**config.mk**
```make
export PLATFORM = sky130hd
export DESIGN_NAME = array_table_engine_top
export DESIGN_NICKNAME = d
export VERILOG_FILES = /design/src/design/ate_pkg.sv /design/src/design/ate_mem.sv /design/src/design/ate_core.sv /design/src/design/array_table_engine_top.sv
export SDC_FILE = /design/constraint.sdc
export NUM_CORES = 2
export LEC_CHECK = 0
export BUFFER_PORTS_ARGS = -buffer_cell sky130_fd_sc_hd__buf_2
export CAP_MARGIN = 0
export CORE_ASPECT_RATIO = 1.5
export CORE_MARGIN = 2
export CORE_UTILIZATION = 23
export CTS_BUF_LIST = sky130_fd_sc_hd__clkbuf_4 sky130_fd_sc_hd__clkbuf_8
export DETAILED_ROUTE_END_ITERATION = 10
export HOLD_SLACK_MARGIN = 0.02
export PLACE_DENSITY_LB_ADDON = 0.15
export RECOVER_POWER = 50
export SYNTH_ARGS = -nofsm -noshare
export SYNTH_HDL_FRONTEND = slang
export SYNTH_SLANG_ARGS = --single-unit
```
**constraint.sdc**
```tcl
create_clock -name i_clk -period 6.9 [get_ports i_clk]
set_input_delay 1.38 -clock i_clk [delete_from_list [all_inputs] [get_ports i_clk]]
set_output_delay 1.38 -clock i_clk [all_outputs]
set_load 0.02 [all_outputs]
```
**src/design/ate_pkg.sv**
```systemverilog
`default_nettype none
package ate_pkg;

    // request codes
    typedef enum logic [3:0] {
        OP_APPEND  = 4'd0,
        OP_INSERT  = 4'd1,
        OP_DELETE  = 4'd2,
        OP_GET     = 4'd3,
        OP_SET     = 4'd4,
        OP_LSEARCH = 4'd5,
        OP_BSEARCH = 4'd6,
        OP_MAX     = 4'd7,
        OP_MIN     = 4'd8,
        OP_SUM     = 4'd9,
        OP_REVERSE = 4'd10,
        OP_SORTED  = 4'd11
    } t_op;

    typedef enum logic [2:0] {
        S_IDLE,
        S_START,
        S_RD,
        S_USE,
        S_RV_A,
        S_RV_B,
        S_WRV,
        S_DONE
    } t_state;

    typedef struct packed {
        t_op                operation;
        logic [5:0]         position;
        logic signed [31:0] operand;
    } t_in_item;

    typedef struct packed {
        logic               status;
        logic signed [31:0] result_value;
        logic [4:0]         result_index;
        logic [5:0]         fill_count;
    } t_out_item;

    localparam logic [5:0] CAP_RESET = 6'd32;

endpackage
`default_nettype wire

```
**src/design/ate_mem.sv**
```systemverilog
`default_nettype none
module ate_mem #(
    parameter int DEPTH = 32,
    parameter int AW    = 5
) (
    input  wire logic          i_clk,
    input  wire logic          i_rd_en,
    input  wire logic [AW-1:0] i_rd_addr,
    input  wire logic          i_wr_en,
    input  wire logic [AW-1:0] i_wr_addr,
    input  wire logic [31:0]   i_wr_data,
    output logic [31:0]        o_rd_data
);
    logic [31:0] r_mem [DEPTH];
    logic [31:0] r_rd_data;

    // one write port, one registered read port
    always_ff @(posedge i_clk) begin
        if (i_wr_en) begin
            r_mem[i_wr_addr] <= i_wr_data;
        end
        if (i_rd_en) begin
            r_rd_data <= r_mem[i_rd_addr];
        end
    end

    assign o_rd_data = r_rd_data;
endmodule
`default_nettype wire

```
**src/design/ate_core.sv**
```systemverilog
`default_nettype none
module ate_core #(
    parameter int DEPTH = 32,
    parameter int AW    = 5,
    parameter int CW    = 6
) (
    input  wire logic             i_clk,
    input  wire logic             i_rst_n,
    input  wire logic             i_cfg_we,
    input  wire logic [5:0]       i_cfg_cap,
    input  wire logic             i_start,
    input  ate_pkg::t_in_item     i_item,
    output logic                  o_busy,
    output logic                  o_done,
    output ate_pkg::t_out_item    o_res,
    input  wire logic             i_res_take,
    output logic                  o_rd_en,
    output logic [AW-1:0]         o_rd_addr,
    output logic                  o_wr_en,
    output logic [AW-1:0]         o_wr_addr,
    output logic [31:0]           o_wr_data,
    input  wire logic [31:0]      i_rd_data
);
    import ate_pkg::*;

    localparam int XW = (CW > 6) ? CW + 1 : 7;
    localparam logic signed [CW:0] ONE_S = (CW+1)'(1);

    t_state             r_state, n_state;
    logic [CW-1:0]      r_cnt, n_cnt;
    logic [5:0]         r_cap;
    t_op                r_op, n_op;
    logic [5:0]         r_pos, n_pos;
    logic signed [31:0] r_val, n_val;
    logic [CW-1:0]      r_i, n_i;
    logic [CW-1:0]      r_j, n_j;
    logic signed [CW:0] r_lo, n_lo;
    logic signed [CW:0] r_hi, n_hi;
    logic signed [31:0] r_acc, n_acc;
    logic [31:0]        r_tmp, n_tmp;
    logic               r_status, n_status;
    logic signed [31:0] r_rval, n_rval;
    logic [4:0]         r_ridx, n_ridx;

    logic [XW-1:0]      w_eff;
    logic               w_room, w_pos_ok, w_more, w_gt, w_eq, w_take;
    logic [CW+1:0]      w_sum;
    logic [CW-1:0]      w_mid;
    logic [CW-1:0]      w_rd_idx;
    logic signed [31:0] w_rd;

    // effective limit and bounds checks
    assign w_eff    = (XW'(r_cap) > XW'(DEPTH)) ? XW'(DEPTH) : XW'(r_cap);
    assign w_room   = XW'(r_cnt) < w_eff;
    assign w_pos_ok = XW'(r_pos) < XW'(r_cnt);
    assign w_sum    = (CW+2)'(r_lo) + (CW+2)'(r_hi);
    assign w_mid    = w_sum[CW:1];
    assign w_rd     = $signed(i_rd_data);
    assign w_gt     = w_rd > r_val;
    assign w_eq     = w_rd == r_val;
    assign w_take   = (r_i == '0) ||
                      ((r_op == OP_MAX) ? (w_rd > r_acc) : (r_acc > w_rd));

    // loop condition and read index for the walk step
    always_comb begin
        w_more   = 1'b0;
        w_rd_idx = r_i;
        case (r_op) inside
            OP_INSERT: begin
                w_more   = XW'(r_i) > XW'(r_pos);
                w_rd_idx = r_i - 1'b1;
            end
            OP_SORTED: begin
                w_more   = r_i != '0;
                w_rd_idx = r_i - 1'b1;
            end
            OP_DELETE: begin
                w_more   = ((CW+1)'(r_i) + 1'b1) < (CW+1)'(r_cnt);
                w_rd_idx = r_i + 1'b1;
            end
            OP_BSEARCH: begin
                w_more   = r_lo <= r_hi;
                w_rd_idx = w_mid;
            end
            OP_REVERSE: w_more = r_i < r_j;
            OP_LSEARCH, OP_MAX, OP_MIN, OP_SUM: w_more = r_i < r_cnt;
            default: w_more = 1'b0;
        endcase
    end

    // next state
    always_comb begin
        n_state = r_state;
        unique case (r_state)
            S_IDLE: if (i_start) n_state = S_START;
            S_START: begin
                case (r_op) inside
                    OP_INSERT:  n_state = (w_pos_ok && w_room) ? S_RD : S_DONE;
                    OP_SORTED:  n_state = w_room ? S_RD : S_DONE;
                    OP_DELETE:  n_state = w_pos_ok ? S_RD : S_DONE;
                    OP_GET:     n_state = w_pos_ok ? S_USE : S_DONE;
                    OP_MAX, OP_MIN: n_state = (r_cnt != '0) ? S_RD : S_DONE;
                    OP_LSEARCH, OP_BSEARCH, OP_SUM, OP_REVERSE: n_state = S_RD;
                    default:    n_state = S_DONE;
                endcase
            end
            S_RD: begin
                if (w_more) begin
                    n_state = S_USE;
                end else if (r_op == OP_INSERT || r_op == OP_SORTED) begin
                    n_state = S_WRV;
                end else begin
                    n_state = S_DONE;
                end
            end
            S_USE: begin
                case (r_op) inside
                    OP_GET:     n_state = S_DONE;
                    OP_SORTED:  n_state = w_gt ? S_RD : S_WRV;
                    OP_LSEARCH, OP_BSEARCH: n_state = w_eq ? S_DONE : S_RD;
                    OP_REVERSE: n_state = S_RV_A;
                    default:    n_state = S_RD;
                endcase
            end
            S_RV_A: n_state = S_RV_B;
            S_RV_B: n_state = S_RD;
            S_WRV:  n_state = S_DONE;
            S_DONE: if (i_res_take) n_state = S_IDLE;
            default: n_state = S_IDLE;
        endcase
    end

    // datapath and memory port control
    always_comb begin
        n_cnt = r_cnt;   n_op = r_op;     n_pos = r_pos;  n_val = r_val;
        n_i = r_i;       n_j = r_j;       n_lo = r_lo;    n_hi = r_hi;
        n_acc = r_acc;   n_tmp = r_tmp;   n_status = r_status;
        n_rval = r_rval; n_ridx = r_ridx;
        o_rd_en = 1'b0;  o_rd_addr = '0;
        o_wr_en = 1'b0;  o_wr_addr = '0;  o_wr_data = '0;
        unique case (r_state)
            S_IDLE: begin
                if (i_start) begin
                    n_op  = i_item.operation;
                    n_pos = i_item.position;
                    n_val = i_item.operand;
                end
            end
            S_START: begin
                n_status = 1'b1;
                n_rval   = '0;
                n_ridx   = '0;
                n_i      = '0;
                n_acc    = '0;
                case (r_op) inside
                    OP_APPEND: begin
                        if (w_room) begin
                            o_wr_en   = 1'b1;
                            o_wr_addr = AW'(r_cnt);
                            o_wr_data = r_val;
                            n_cnt     = r_cnt + 1'b1;
                            n_status  = 1'b0;
                        end
                    end
                    OP_INSERT, OP_SORTED: n_i = r_cnt;
                    OP_DELETE: n_i = CW'(r_pos);
                    OP_GET: begin
                        o_rd_en   = w_pos_ok;
                        o_rd_addr = AW'(r_pos);
                    end
                    OP_SET: begin
                        if (w_pos_ok) begin
                            o_wr_en   = 1'b1;
                            o_wr_addr = AW'(r_pos);
                            o_wr_data = r_val;
                            n_status  = 1'b0;
                        end
                    end
                    OP_BSEARCH: begin
                        n_lo = '0;
                        n_hi = $signed({1'b0, r_cnt}) - ONE_S;
                    end
                    OP_SUM: n_status = 1'b0;
                    OP_REVERSE: begin
                        // empty table: no pair to swap
                        n_j      = (r_cnt == '0) ? '0 : r_cnt - 1'b1;
                        n_status = 1'b0;
                    end
                    default: ;
                endcase
            end
            S_RD: begin
                if (w_more) begin
                    o_rd_en   = 1'b1;
                    o_rd_addr = AW'(w_rd_idx);
                    if (r_op == OP_BSEARCH) n_i = w_mid;
                end else begin
                    case (r_op) inside
                        OP_DELETE: begin
                            n_cnt    = r_cnt - 1'b1;
                            n_status = 1'b0;
                        end
                        OP_MAX, OP_MIN: begin
                            n_rval   = r_acc;
                            n_status = 1'b0;
                        end
                        OP_SUM: n_rval = r_acc;
                        default: ;
                    endcase
                end
            end
            S_USE: begin
                case (r_op) inside
                    OP_GET: begin
                        n_rval   = w_rd;
                        n_status = 1'b0;
                    end
                    OP_INSERT, OP_SORTED: begin
                        if (r_op == OP_INSERT || w_gt) begin
                            o_wr_en   = 1'b1;
                            o_wr_addr = AW'(r_i);
                            o_wr_data = i_rd_data;
                            n_i       = r_i - 1'b1;
                        end
                    end
                    OP_DELETE: begin
                        o_wr_en   = 1'b1;
                        o_wr_addr = AW'(r_i);
                        o_wr_data = i_rd_data;
                        n_i       = r_i + 1'b1;
                    end
                    OP_LSEARCH: begin
                        if (w_eq) begin
                            n_ridx   = 5'(r_i);
                            n_status = 1'b0;
                        end else begin
                            n_i = r_i + 1'b1;
                        end
                    end
                    OP_BSEARCH: begin
                        if (w_eq) begin
                            n_ridx   = 5'(r_i);
                            n_status = 1'b0;
                        end else if (w_rd > r_val) begin
                            n_hi = $signed({1'b0, r_i}) - ONE_S;
                        end else begin
                            n_lo = $signed({1'b0, r_i}) + ONE_S;
                        end
                    end
                    OP_MAX, OP_MIN: begin
                        if (w_take) n_acc = w_rd;
                        n_i = r_i + 1'b1;
                    end
                    OP_SUM: begin
                        n_acc = r_acc + w_rd;
                        n_i   = r_i + 1'b1;
                    end
                    OP_REVERSE: begin
                        n_tmp     = i_rd_data;
                        o_rd_en   = 1'b1;
                        o_rd_addr = AW'(r_j);
                    end
                    default: ;
                endcase
            end
            S_RV_A: begin
                o_wr_en   = 1'b1;
                o_wr_addr = AW'(r_i);
                o_wr_data = i_rd_data;
            end
            S_RV_B: begin
                o_wr_en   = 1'b1;
                o_wr_addr = AW'(r_j);
                o_wr_data = r_tmp;
                n_i       = r_i + 1'b1;
                n_j       = r_j - 1'b1;
            end
            S_WRV: begin
                o_wr_en   = 1'b1;
                o_wr_addr = AW'(r_i);
                o_wr_data = r_val;
                n_cnt     = r_cnt + 1'b1;
                n_status  = 1'b0;
            end
            S_DONE: ;
            default: ;
        endcase
    end

    // control state
    always_ff @(posedge i_clk) begin
        if (!i_rst_n) begin
            r_state <= S_IDLE;
            r_cnt   <= '0;
            r_cap   <= CAP_RESET;
        end else begin
            r_state <= n_state;
            r_cnt   <= n_cnt;
            if (i_cfg_we) r_cap <= i_cfg_cap;
        end
    end

    // working registers
    always_ff @(posedge i_clk) begin
        r_op <= n_op;     r_pos <= n_pos;   r_val <= n_val;
        r_i <= n_i;       r_j <= n_j;       r_lo <= n_lo;   r_hi <= n_hi;
        r_acc <= n_acc;   r_tmp <= n_tmp;   r_status <= n_status;
        r_rval <= n_rval; r_ridx <= n_ridx;
    end

    assign o_busy = r_state != S_IDLE;
    assign o_done = r_state == S_DONE;
    assign o_res  = '{status: r_status, result_value: r_rval,
                      result_index: r_ridx, fill_count: 6'(r_cnt)};
endmodule
`default_nettype wire

```
**src/design/array_table_engine_top.sv**
```systemverilog
//  channel | direction | handshake                    | beat
//  in      | input     | i_in_valid / o_in_stall      | t_in_item
//  out     | output    | o_out_valid / i_out_stall    | t_out_item
//  cfg     | input     | i_cfg_valid / o_cfg_ready    | capacity, 6 bits
//
//  One request at a time; the sequencer walks the table one entry per read
//  of the RAM's single read port.  Get, set and append need no walk;
//  shifts, searches and reductions visit the entries one by one, and
//  reverse swaps one pair of entries at a time.
//  Reset (synchronous, active low) empties the table and sets capacity 32.
//  A finished result waits in the output register while the out side stalls.
`default_nettype none
module array_table_engine_top #(
    parameter int DEPTH = 32
) (
    input  wire logic          i_clk,
    input  wire logic          i_rst_n,
    input  wire logic          i_in_valid,
    output logic               o_in_stall,
    input  ate_pkg::t_in_item  i_in_data,
    output logic               o_out_valid,
    input  wire logic          i_out_stall,
    output ate_pkg::t_out_item o_out_data,
    input  wire logic          i_cfg_valid,
    output logic               o_cfg_ready,
    input  wire logic [5:0]    i_cfg_data
);
    import ate_pkg::*;

    localparam int AW = $clog2(DEPTH);
    localparam int CW = $clog2(DEPTH + 1);

    logic          w_busy, w_done, w_take, w_start;
    t_out_item     w_res;
    logic          w_rd_en, w_wr_en;
    logic [AW-1:0] w_rd_addr, w_wr_addr;
    logic [31:0]   w_wr_data, w_rd_data;
    logic          r_out_valid;
    t_out_item     r_out_data;

    assign o_cfg_ready = 1'b1;
    assign o_in_stall  = w_busy;
    assign w_start     = i_in_valid && !w_busy;
    assign w_take      = !r_out_valid || !i_out_stall;

    ate_core #(.DEPTH(DEPTH), .AW(AW), .CW(CW)) u_core (
        .i_clk      (i_clk),
        .i_rst_n    (i_rst_n),
        .i_cfg_we   (i_cfg_valid),
        .i_cfg_cap  (i_cfg_data),
        .i_start    (w_start),
        .i_item     (i_in_data),
        .o_busy     (w_busy),
        .o_done     (w_done),
        .o_res      (w_res),
        .i_res_take (w_take),
        .o_rd_en    (w_rd_en),
        .o_rd_addr  (w_rd_addr),
        .o_wr_en    (w_wr_en),
        .o_wr_addr  (w_wr_addr),
        .o_wr_data  (w_wr_data),
        .i_rd_data  (w_rd_data)
    );

    ate_mem #(.DEPTH(DEPTH), .AW(AW)) u_mem (
        .i_clk     (i_clk),
        .i_rd_en   (w_rd_en),
        .i_rd_addr (w_rd_addr),
        .i_wr_en   (w_wr_en),
        .i_wr_addr (w_wr_addr),
        .i_wr_data (w_wr_data),
        .o_rd_data (w_rd_data)
    );

    // output register
    always_ff @(posedge i_clk) begin
        if (!i_rst_n) begin
            r_out_valid <= 1'b0;
        end else if (w_done && w_take) begin
            r_out_valid <= 1'b1;
        end else if (!i_out_stall) begin
            r_out_valid <= 1'b0;
        end
    end

    always_ff @(posedge i_clk) begin
        if (w_done && w_take) r_out_data <= w_res;
    end

    assign o_out_valid = r_out_valid;
    assign o_out_data  = r_out_data;

    // checks
    a_reject_zero: assert property (@(posedge i_clk) disable iff (!i_rst_n)
        (r_out_valid && r_out_data.status) |->
        (r_out_data.result_value == '0 && r_out_data.result_index == '0))
        else $error("rejected beat carries nonzero value or index");

    a_busy_after_accept: assert property (@(posedge i_clk) disable iff (!i_rst_n)
        (i_in_valid && !o_in_stall) |=> o_in_stall)
        else $error("core not busy after accepting a request");

    a_result_held: assert property (@(posedge i_clk) disable iff (!i_rst_n)
        (w_done && r_out_valid && i_out_stall) |=> (w_done && $stable(w_res)))
        else $error("finished result dropped while output stalled");
endmodule
`default_nettype wire
```
==> flow_summary.ini <==
[run_status]
status = finished with violations
violations = max-capacitance violations, max-slew violations

[synthesis]
yosys.area_share.adder_pct = 3.318
synth_cell_types = 84
synthesis.instances = 4678
netlist_area_um2 = 56260
synth-edff-count = 1270
synth_flop_cell = edfxtp_1
synth_compound_area_share_pct = 7.649
synth_top_family_by_area = simple AND/OR/NAND/NOR gates
ys_warn_count = 0
syn_avg_cell_area_um2 = 12.03
synth_nets = 4879
async_flop_share_pct = 0
synth_simple_gate_area_share_pct = 16.54
yosys.area_share.xor_xnor_pct = 0.8407
seq_area_frac_synth_pct = 68.36
ys_ff_latch = 1286
muxShareOfSynthArea_pct = 0.2847

[worst_setup_path]
required_ns = 7.40
cp-start-kind = flip-flop
critPathCaptureType = flip-flop
timing.rr.start = u_core.r_i[3]
rrSetupSlack_ns = 0.41
crit_start = u_core.r_i[3]
cp_max_fo = 17
worst-endpoint-arrival_ns = 6.98
crit_type = reg -> reg

[finish]
final_util_pct = 26.71
drive_gt1_share_pct = 10.66
num-fill-cells = 25520
nNetsFinal = 5077
final_cell_mix = 1270 x edfxtp_1, 1201 x nand2_1, 539 x nand3_1
final_common_cell = edfxtp_1
multi_input_comb_area_um2 = 16360
area_growth_pct = 15.66
seq_area_um2 = 38460

[cts]
cts.sinks = 1286
h-tree-depth = 4
cts.clk_slew.worst_paths_ns = 0.07
cts_max_path_buffers = 4
cts_tree = done
cts_resized = 0
post_cts_buffers = 0
cts_buffers = 207
hold_buffers = 0
cts_root_buf = clkbuf_8
worstSkewPairLatency_ns = 0.94

[worst_hold_path]
min-delay-start = u_core.r_rval[24]
min_path_type = reg -> reg

[sta]
fin_tns_setup_ns = 0
finalHoldViolations = 0
setup_violations = 0
fin_crit_sh_pct = 93.99
rsz0062_at_grt = no
max_freq_ghz = 0.1542
tightest_slew_ns = 3.307
drv_slew = 886
maxSlewHeadroom_pct = -120.5
min_period_ns = 6.485
finalClockSkew_ns = 0.08811

[die]
die_h_um = 609.7
core_area_um2 = 243600
num_rows = 222
initial_core_util_pct = 23.09
ios = 100
die_w_um = 407.8
die_area_um2 = 248600

[global_route]
grt_max_degree = 121
antenna_found_initial = 5
grt_pass1_wl_um = 287400
first_global_vias = 38650
grt_overflow_total = 0
grtUsageTotal_pct = 15.83

[placement]
post-dp-hpwl_um = 121600
numPortBuffers = 98
gp_congestion = 0.8496

[route]
firstDrtPassIters = 6
routedWlPerCell_um = 24.28
via_per_inst = 4.532
drc = 0
vias = 37570
antenna_left = 0
wirelength_um = 201300
drt_iter0_markers = 2591

[power]
peakVddDrop_mv = 0.1318
power-per-cell-area_nw_per_um2 = 280.3
p_leak_nw = 22.66

[flow_run]
maxCapViolations = 32
## routing by layer
| layer | vias up | wire length (µm) | global-route usage [%] | share of wire (%) |
|---|---|---|---|---|
| li1 | 17400 | - | - | - |
| met1 | 18900 | 80300 | 18.22 | 40 |
| met2 | 909 | 106100 | 29.62 | 53 |
| met3 | 363 | 6468 | 1.713 | 3.2 |
| met4 | 0 | 8436 | 6.360 | 4.2 |
| met5 | - | 0 | 0 | 0 |
## where the power goes
part | internal [mW] | total [mW] | switching [mW] | leakage [nW]
sequential | 9.01 | 9.17 | 0.161 | 11.4
clock | 3.29 | 6.49 | 3.20 | 2.06
combinational | 0.746 | 2.58 | 1.83 | 9.24
total | 13.0 | 18.2 | 5.19 | 22.7
## per-stage QoR
step                setup WS, ns  area (µm²)  cells  hold WS, ns  power, mW
floorplan                  1.928       56260   4678       0.4003      10.81
global placement        0.005312       61640   7912       0.4011      11.96
detailed placement        0.5259       61690   7915       0.4052      11.97
CTS                       0.5604       65560   8284       0.4170      18.59
global route              0.1793       65060   8286       0.4298      19.04
finish                    0.4145       65070   8290       0.4168      18.24
## cells in the mapped netlist (17+ instances only)
cell | count | share of area (%)
a22o_1 | 65 | 1.0
clkbuf_1 | 119 | 0.79
buf_2 | 96 | 0.85
buf_1 | 26 | 0.17
nor2_1 | 136 | 0.91
xor2_1 | 17 | 0.26
nand3_1 | 541 | 4.8
or4_1 | 35 | 0.47
nor4_1 | 17 | 0.19
xnor2_1 | 37 | 0.58
edfxtp_1 | 1270 | 68
a21o_1 | 49 | 0.65
o21ai_0 | 86 | 0.77
nor3_1 | 36 | 0.32
nand2_1 | 1203 | 8.0
a211oi_1 | 30 | 0.40
a21oi_1 | 297 | 2.6
nor2b_1 | 22 | 0.24
nor4_2 | 21 | 0.47
buf_4 | 17 | 0.23
nand2b_1 | 19 | 0.21
inv_1 | 137 | 0.91
ha_1 | 146 | 3.2
## final timing paths
| check | end | depth (start not counted) |
|---|---|---|
| max | u_mem.o_rd_data[28] | 13 |
| min | o_out_data[35] | 0 |
| max reg2reg | u_mem.o_rd_data[28] | 13 |
| min reg2reg | o_out_data[35] | 0 |
## logic make-up after synthesis
group | count (synthesis)
muxes | 16
other | 1
buffers and inverters | 398
AOI/OAI and AO/OA | 674
and+or+nand+nor | 2101
adders and majority gates | 148
xor gates and xnor gates | 54
DFF | 1286
## worst max-delay path: stages, from the launching register on
cell and delay [ns]:
edfxtp_1 0.85, nand3_1 0.28, xor2_1 0.40, inv_1 0.09, ha_1 0.28, o211ai_1 0.08
o21ai_0 0.39, a21boi_0 0.24, a211oi_4 0.51, o31a_2 0.47, or3_2 0.76, a21oi_1 0.12
or4_1 0.55, nor4_1 1.05
## sequential cells by signal (all words and copies together) (netlist names), 7 cells and up
name / cells
u_core.r_lo: 7
u_core.r_acc: 32
u_core.r_rval: 32
u_mem.o_rd_data: 32
o_out_data: 44
u_mem.r_mem: 1024
u_core.r_hi: 7
u_core.r_val: 32
u_core.r_tmp: 32
## cell type report
cell class	instances	share of cell area, %
Antenna cell	6	0.02307
Clock buffer	268	5.111
Clock inverter	101	0.8480
Inverter	138	0.7961
Multi-Input combinational cell	2994	25.14
Sequential cell	1286	59.10
Tap cell	3248	6.246
Timing Repair Buffer	249	2.734
No activity file was read; power rests on OpenSTA's default activity.
